`src/jsi_pkg.sv`:
```
// ----------------------------------------------------------------------------
// jsi_pkg
// types and constants shared by the json structural indexer
// ----------------------------------------------------------------------------
`default_nettype none

package jsi_pkg;

  localparam int BYTES_PER_ITEM = 8;
  localparam int LANES_MAX      = 8;
  localparam int LANE_IDX_W     = 3;
  localparam int POSITION_BITS  = 32;

  localparam logic [31:0] POS_MASK = (POSITION_BITS >= 32) ? 32'hFFFF_FFFF :
                                     32'((64'd1 << POSITION_BITS) - 64'd1);

  localparam logic [7:0] CH_QUOTE    = 8'h22;
  localparam logic [7:0] CH_BSLASH   = 8'h5C;
  localparam logic [7:0] CH_LBRACE   = 8'h7B;
  localparam logic [7:0] CH_RBRACE   = 8'h7D;
  localparam logic [7:0] CH_LBRACKET = 8'h5B;
  localparam logic [7:0] CH_RBRACKET = 8'h5D;
  localparam logic [7:0] CH_COLON    = 8'h3A;
  localparam logic [7:0] CH_COMMA    = 8'h2C;

  typedef struct packed {
    logic [7:0]  byte0;
    logic [7:0]  byte1;
    logic [7:0]  byte2;
    logic [7:0]  byte3;
    logic [7:0]  byte4;
    logic [7:0]  byte5;
    logic [7:0]  byte6;
    logic [7:0]  byte7;
    logic [31:0] base_position;
  } item_t;

  typedef struct packed {
    logic [31:0] position;
    logic        has_structural;
    logic [7:0]  string_mask;
    logic [7:0]  structural_mask;
    logic        last;
  } result_t;

  typedef struct packed {
    logic quote;
    logic backslash;
    logic structural;
  } lane_flags_t;

  typedef struct packed {
    logic [LANES_MAX-1:0] string_mask;
    logic [LANES_MAX-1:0] structural_mask;
    logic                 escape_out;
    logic                 in_string_out;
  } scan_t;

endpackage

`default_nettype wire

```
`src/jsi_lane.sv`:
```
// ----------------------------------------------------------------------------
// jsi_lane
// classifies one text byte as quote, backslash or structural character
// ----------------------------------------------------------------------------
`default_nettype none

module jsi_lane
  import jsi_pkg::*;
(
  input  wire logic [7:0]  ch,
  output lane_flags_t      flags
);

  always_comb begin
    flags.quote      = (ch == CH_QUOTE);
    flags.backslash  = (ch == CH_BSLASH);
    flags.structural = ch inside {CH_LBRACE, CH_RBRACE, CH_LBRACKET,
                                  CH_RBRACKET, CH_COLON, CH_COMMA};
  end

endmodule

`default_nettype wire

```
`src/jsi_scan.sv`:
```
// ----------------------------------------------------------------------------
// jsi_scan
// merges lane flags with the carries into string and structural masks
// ----------------------------------------------------------------------------
`default_nettype none

module jsi_scan
  import jsi_pkg::*;
(
  input  wire lane_flags_t [LANES_MAX-1:0] flags,
  input  wire logic                        escape_in,
  input  wire logic                        in_string_in,
  output scan_t                            scan
);

  always_comb begin
    logic esc;
    logic str;
    logic escaped;
    esc     = escape_in;
    str     = in_string_in;
    escaped = 1'b0;
    scan    = '0;
    for (int i = 0; i < LANES_MAX; i++) begin
      if (i < BYTES_PER_ITEM) begin
        escaped = esc;
        esc     = !escaped && flags[i].backslash;
        if (flags[i].quote && !escaped) begin
          str = !str;
        end
        scan.string_mask[i]     = str;
        scan.structural_mask[i] = !str && flags[i].structural;
      end
    end
    scan.escape_out    = esc;
    scan.in_string_out = str;
  end

endmodule

`default_nettype wire

```
`src/jsi_emit.sv`:
```
// ----------------------------------------------------------------------------
// jsi_emit
// holds one scanned item, sends a result per structural byte or one if none
// ----------------------------------------------------------------------------
`default_nettype none

module jsi_emit
  import jsi_pkg::*;
(
  input  wire logic        clk,
  input  wire logic        rst,
  input  wire logic        load,
  input  wire scan_t       scan,
  input  wire logic [31:0] base_position,
  output logic             free,
  output logic             result_valid,
  input  wire logic        result_ready,
  output result_t          result
);

  logic                  full;
  logic [LANES_MAX-1:0]  pending;
  logic [LANES_MAX-1:0]  smask;
  logic [LANES_MAX-1:0]  tmask;
  logic [31:0]           base;
  logic [LANE_IDX_W-1:0] idx;
  logic                  is_last;
  logic                  xfer;

  always_comb begin
    idx = '0;
    for (int i = LANES_MAX - 1; i >= 0; i--) begin
      if (pending[i]) begin
        idx = LANE_IDX_W'(i);
      end
    end
  end

  assign is_last = ((pending & (pending - 1'b1)) == '0);
  assign xfer    = full && result_ready;
  assign free    = !full || (result_ready && is_last);

  always_comb begin
    result.has_structural  = (pending != '0);
    result.position        = result.has_structural ?
                             ((base + 32'(idx)) & POS_MASK) : 32'd0;
    result.string_mask     = 8'(smask);
    result.structural_mask = 8'(tmask);
    result.last            = is_last;
  end

  assign result_valid = full;

  always_ff @(posedge clk) begin
    if (rst) begin
      full <= 1'b0;
    end else if (load) begin
      full <= 1'b1;
    end else if (xfer && is_last) begin
      full <= 1'b0;
    end
  end

  always_ff @(posedge clk) begin
    if (load) begin
      pending <= scan.structural_mask;
      smask   <= scan.string_mask;
      tmask   <= scan.structural_mask;
      base    <= base_position;
    end else if (xfer) begin
      pending <= pending & (pending - 1'b1);
    end
  end

endmodule

`default_nettype wire

```
`src/json_structural_indexer.sv`:
```
// ----------------------------------------------------------------------------
// json_structural_indexer
// finds structural characters outside strings in json text, eight bytes a
// transfer, and reports their document positions
// ----------------------------------------------------------------------------
//  channel   direction  payload   transfer on
//  item      in         item_t    item_valid & item_ready
//  result    out        result_t  result_valid & result_ready
//
//  an item is scanned in the cycle it is taken; its results follow from the
//  output register one per cycle while taken, at least one per item
//  item_ready stays high while the last result of the held item is taken,
//  so while results are taken items without or with one structural byte
//  run at one per cycle; one with n structural bytes holds the output until
//  its n results go; reset clears escape and string carries, empties output
// ----------------------------------------------------------------------------
`default_nettype none

module json_structural_indexer
  import jsi_pkg::*;
(
  input  wire logic    clk,
  input  wire logic    rst,
  input  wire logic    item_valid,
  output logic         item_ready,
  input  wire item_t   item,
  output logic         result_valid,
  input  wire logic    result_ready,
  output result_t      result
);

  logic [LANES_MAX-1:0][7:0] bytes;
  lane_flags_t [LANES_MAX-1:0] flags;
  scan_t scan;
  logic  escape_carry;
  logic  in_string_carry;
  logic  load;

  assign bytes = {item.byte7, item.byte6, item.byte5, item.byte4,
                  item.byte3, item.byte2, item.byte1, item.byte0};

  for (genvar g = 0; g < LANES_MAX; g++) begin : g_lane
    jsi_lane u_lane (
      .ch    (bytes[g]),
      .flags (flags[g])
    );
  end

  jsi_scan u_scan (
    .flags        (flags),
    .escape_in    (escape_carry),
    .in_string_in (in_string_carry),
    .scan         (scan)
  );

  assign load = item_valid && item_ready;

  always_ff @(posedge clk) begin
    if (rst) begin
      escape_carry    <= 1'b0;
      in_string_carry <= 1'b0;
    end else if (load) begin
      escape_carry    <= scan.escape_out;
      in_string_carry <= scan.in_string_out;
    end
  end

  jsi_emit u_emit (
    .clk           (clk),
    .rst           (rst),
    .load          (load),
    .scan          (scan),
    .base_position (item.base_position),
    .free          (item_ready),
    .result_valid  (result_valid),
    .result_ready  (result_ready),
    .result        (result)
  );

endmodule

`default_nettype wire

```
`config.mk`:
```
export PLATFORM = sky130hd
export DESIGN_NAME = json_structural_indexer
export DESIGN_NICKNAME = d
export VERILOG_FILES = /design/src/jsi_pkg.sv /design/src/jsi_lane.sv /design/src/jsi_scan.sv /design/src/jsi_emit.sv /design/src/json_structural_indexer.sv
export SDC_FILE = /design/constraint.sdc
export NUM_CORES = 1
export LEC_CHECK = 0
export BUFFER_PORTS_ARGS = -buffer_cell sky130_fd_sc_hd__buf_2
export CAP_MARGIN = 20
export CORE_UTILIZATION = 53
export CTS_CLUSTER_DIAMETER = 120
export DETAILED_ROUTE_END_ITERATION = 12
export GPL_TIMING_DRIVEN = 1
export PLACE_DENSITY = 0.95
export SLEW_MARGIN = 20
export SYNTH_ARGS = -nofsm -noshare
export SYNTH_HDL_FRONTEND = slang
export SYNTH_SLANG_ARGS = --single-unit
```
`constraint.sdc`:
```
create_clock -name clk -period 6.2 [get_ports clk]
set_clock_uncertainty 0.1 [all_clocks]
set_input_delay 0.31 -clock clk [delete_from_list [all_inputs] [get_ports clk]]
set_output_delay 0.31 -clock clk [all_outputs]
set_load 0.02 [all_outputs]
```
# Yosys cells after proc, flatten, opt, wreduce, memory -nomap -nowiden
# Cells that the tools add are included.
# word_totals
input_bits	100
output_inout_bits	52
wordCells	154
register_bits	59
# op_classes
n_reduce_logical	59
add_sub_neg	2
n_mux	21
n_bitwise	1
eq_ne	64
# ops
operator	count
8-bit by 7-bit == test with 1-bit output, second input constant	40
8-bit by 6-bit == test with 1-bit output, second input constant	24
6-bit nonzero test	8
32-bit by 3-bit adder with 32-bit output	1
32-bit two-way mux	1
1-bit logical AND	28
3-bit two-way mux	8
1-bit logical NOT	18
8-bit two-way mux	2
1-bit two-way mux	10
8-bit bitwise AND	1
8-bit logical NOT	1
8-bit nonzero test	1
8-bit by 1-bit subtractor with 8-bit output, second input constant	1
2-bit nonzero test	2
1-bit logical OR	1

# Logic depth before layout (Yosys ltp)
# logic_depth
ltp_word	20
depth_mapped	19

# Hierarchy
# A second synthesis with hierarchy kept.
# unflattened
hier_cells	443
hier_area_um2	4375.4
# modules_own_cells
module	area_each_um2	cells_per_inst	instances
jsi_emit	3042.9	273	1
jsi_lane	98.8	12	8
jsi_scan	454.2	65	1
json_structural_indexer	87.6	9	1

# Worst setup path before layout
# OpenSTA, ideal clock, no wires.
# synth_timing
path_kind	register -> output
start	register u_emit.pending[6]
end	output port result[46] (netlist bit)
arrival_ns	3.115
path_buffers	1
setup_slack_ns	2.675
stages_incl_launch_ff	19
cell_sequence	edfxtp_1 > inv_1 > a21oi_1 > nor2_1 > nor2_1 > nor2_1 > nor2_1 > nor2_1 > ha_1 > inv_1 > fa_1 > nor2b_1 > nor2_1 > nor2_1 > and3_1 > clkbuf_1 > nand2_1 > or3_1 > a21oi_1
# synth_lines
item	line	source
start, declared	jsi_emit.sv:22	logic [LANES_MAX-1:0] pending;
start signal, assigned	jsi_emit.sv:66	pending <= scan.structural_mask;
start signal, assigned	jsi_emit.sv:71	pending <= pending & (pending - 1'b1);
end, declared	json_structural_indexer.sv:29	output result_t result

==> summary.md <==
| Metric | Value |
|---|---|
| Vias after detailed routing | 3,586 |
| Hold Path Depth | 2 |
| NetSw | 0.2822 mW |
| Fin cells | 640 |
| CTS buffer count | 9 |
| Crit path required time | 5790 ps |
| Clk sinks | 59 |
| Pins Over Slew Limit | 0 |
| Synth cell types | 54 |
| Core area | 6794 um^2 |
| DP HPWL | 7145 um |
| Highest-delay cell along the critical path | edfxtp_1 |
| Drt via density | 5.603 |
| Crit-path most repeated cell | nor2_1 |
| Clk slew on worst S/H paths | 70 ps |
| Routability cong. | 0.8372 |
| Routed wire length | 8947 um |
| Synth Flop Type | edfxtp_1 |
| Pre-CTS setup slack | 2440 ps |
| Syn_nets | 488 |
| Die Y | 86 um |
| Worst Tran Pin Value | 1042 ps |
| 1st-pass router iterations | 5 |
| # diodes | 0 |
| Sw Ratio | 27.21% |
| CTS resizes | 0 |
| Longest Clk Path Bufs | 2 |
| CTS Hold Bufs | 0 |
| I/O pin total | 152 |
| CP startpoint kind | flop |
| Synthesized area per cell | 9.739 um^2 |
| Placed cell areas | 4594 um^2 |
| Worst skew pair latency | 330 ps |
| Sequential group share of total power | 47.1% |
| Inst Count DP | 624 |
| Endpoints failing setup | 0 |
| Register area | 1742 um^2 |
| Starting DRT DRC Count | 147 |
| Crit path kind | flop to output pin |
| DR top layer | met4 |
| Post-CTS setup buffers | 0 |
| Comb pwr share | 19.3% |
| Max Fclk | 242.9 MHz |
| Nets | 643 |
| Filler Cell Count | 510 |
| Met1 WL | 3456 um |
| Status | finished clean |
| CTS HTree Levels | 3 |
| Vias in the first global route | 3,320 |
| Synth Register Bits | 59 |
| Initial Util | 55.05% |
| Static Leak | 2.022 nW |
| Register-to-Register Path Depth | 8 |
| Area of the multi-input gates | 1921 um^2 |
| Mapped Area | 3740 um^2 |
| CTS tree | built |
| Peak VDD IR | 0.1059 mV |
| Setup ws final | 2083 ps |
| Util after Layout | 70.63% |
| Synth top area share | 44.96% |
| Design Power | 1.037 mW |
| Ys Warns | 0 |
| DRC viols | 0 |
| Crit-path max cell delay | 480 ps |
| Top delay family on crit path | simple AND/OR/NAND/NOR gates |
| Internal | 0.7548 mW |
| Worst path depth | 18 |
| Pwr dens | 216.1 nW/um^2 |
| Register area share after synthesis | 46.57% |
| EDFF count, synth | 56 |
| Crit path time final | 4117 ps |
| WHS | 54.75 ps |
| Initial antenna violation count | 0 |
| Max Fanout on Critical Path | 7 |
| Clk network pwr share | 33.6% |
| Crit path DAT | 3710 ps |
| HP Class | input port to flop |
| Cell taking the most area after synthesis | edfxtp_1 |
| Buf/Inv on CP | 3 |
| Final Instance Area | 4798 um^2 |
| Final Hold Viols | 0 |
| Area grow syn2layout | 28.30% |
| GRT overflow | 0 |
| Row cnt | 30 |
| Root Buffer | clkbuf_8 |
| RSZ-0062 raised after global routing | no |
| Met3 wire length | 713 um |
| First-pass GRT wire length | 14,410 um |
| Largest net degree at the start of global routing | 52 |
| Period utilization | 66.40% |
| Final ANT Viol Nets | 0 |
| Met2 wire len | 4595 um |
| Routed length per placed instance | 13.98 um |
| Relative max-transition margin | 30.46% |
| Port Buf Inserts | 151 |
| Max-cap check violation count | 0 |
| CP endpoint kind | output pin |
| Full die area | 7396 um^2 |
| Setup TNS | 0 ps |
| Share of layout cells above drive strength 1 | 32.72% |
| Synthesized instance count | 384 |
| Total track usage | 24.99% |
| Die Wd | 86 um |
| Synth top area cells | edfxtp_1, xor2_1, nor2_1, a21oi_1, nand3_1 |
| CP Cell Sequence | inv_1 -> a21oi_1 -> nor2_1 -> nor2_1 -> nor2_1 -> nor2_1 -> nor2_1 -> ha_1 -> inv_1 -> fa_1 -> nor2b_1 -> nor2_1 -> nor2_1 -> and3_1 -> nand2_1 -> or3_1 -> a21oi_1 -> buf_2 |
| Async set-reset flop share out of synthesis | 0% |
## state kept, by name, indices dropped and copies added, names as in the netlist
| name | count |
|---|---|
| u_emit.pending | 8 |
| u_emit.tmask | 8 |
| in_string_carry | 1 |
| u_emit.result_valid | 1 |
| escape_carry | 1 |
| u_emit.smask | 8 |
| u_emit.base | 32 |
## cell type report
cell class / instances / share of cell area [%]
Multi-Input combinational cell: 304 / 40.03
Sequential cell: 59 / 36.30
Timing Repair Buffer: 152 / 15.91
Clock buffer: 12 / 3.233
Tap cell: 96 / 2.503
Clock inverter: 4 / 1.017
Inverter: 13 / 1.017
## synth_stat cells, drive strengths merged (6+ instances only)
library cell and count:
nand2b 16, or3 6, nor4b 6, a21oi 27
nor2 53, nor2b 7, xor2 24, xnor2 9
nor3 8, or4 6, nor3b 7, o21ai 18
edfxtp 56, clkbuf 7, inv 13, and3 11
nand2 27, nand3 23
## logic make-up after synthesis
family	after synthesis	synth area share, %
simple gates	197	29.24
compound gates	68	10.77
flops	59	46.57
xor+xnor	33	9.134
buf+inv	21	2.208
fa+ha+maj	4	1.539
mux	2	0.5353
## final timing paths
path,start,end,slack [ps]
worst min-delay path,rst,u_emit.result_valid$_SDFFE_PP0P_,50
worst max register to register,u_emit.pending[2]$_DFFE_PP_,u_emit.pending[2]$_DFFE_PP_,2930
worst max-delay path,u_emit.pending[6]$_DFFE_PP_,result[48],2080
worst min register to register,escape_carry$_SDFFE_PP0P_,escape_carry$_SDFFE_PP0P_,390
## routing by layer
metal	GRT usage [%]	up-vias
met1	27.47	1642
met3	7.796	24
met2	45.09	190
met4	9.242	0
met5	0	-
li1	-	1730
## power groups by stage
stage | registers [mW] | clock network (mW) | logic (mW)
3_3_place_gp | 0.495 | 0 | 0.192
5_1_grt | 0.492 | 0.375 | 0.220
4_1_cts | 0.488 | 0.357 | 0.201
2_1_floorplan | 0.500 | 0 | 0.109
3_5_place_dp | 0.497 | 0 | 0.200
6_report | 0.489 | 0.348 | 0.200
## placed cells by master (no fill, tap or decap), drive strengths merged, types with 7 or more instances in the layout
cell type,instances
a21oi,27
nor3b,7
and3,11
clkbuf,12
buf,152
nand2b,16
nand3,23
nor3,8
o21ai,18
xor2,24
nor2b,7
xnor2,9
nor2,53
nand2,27
edfxtp,56
inv,13
No activity file was read; power rests on OpenSTA's default activity.
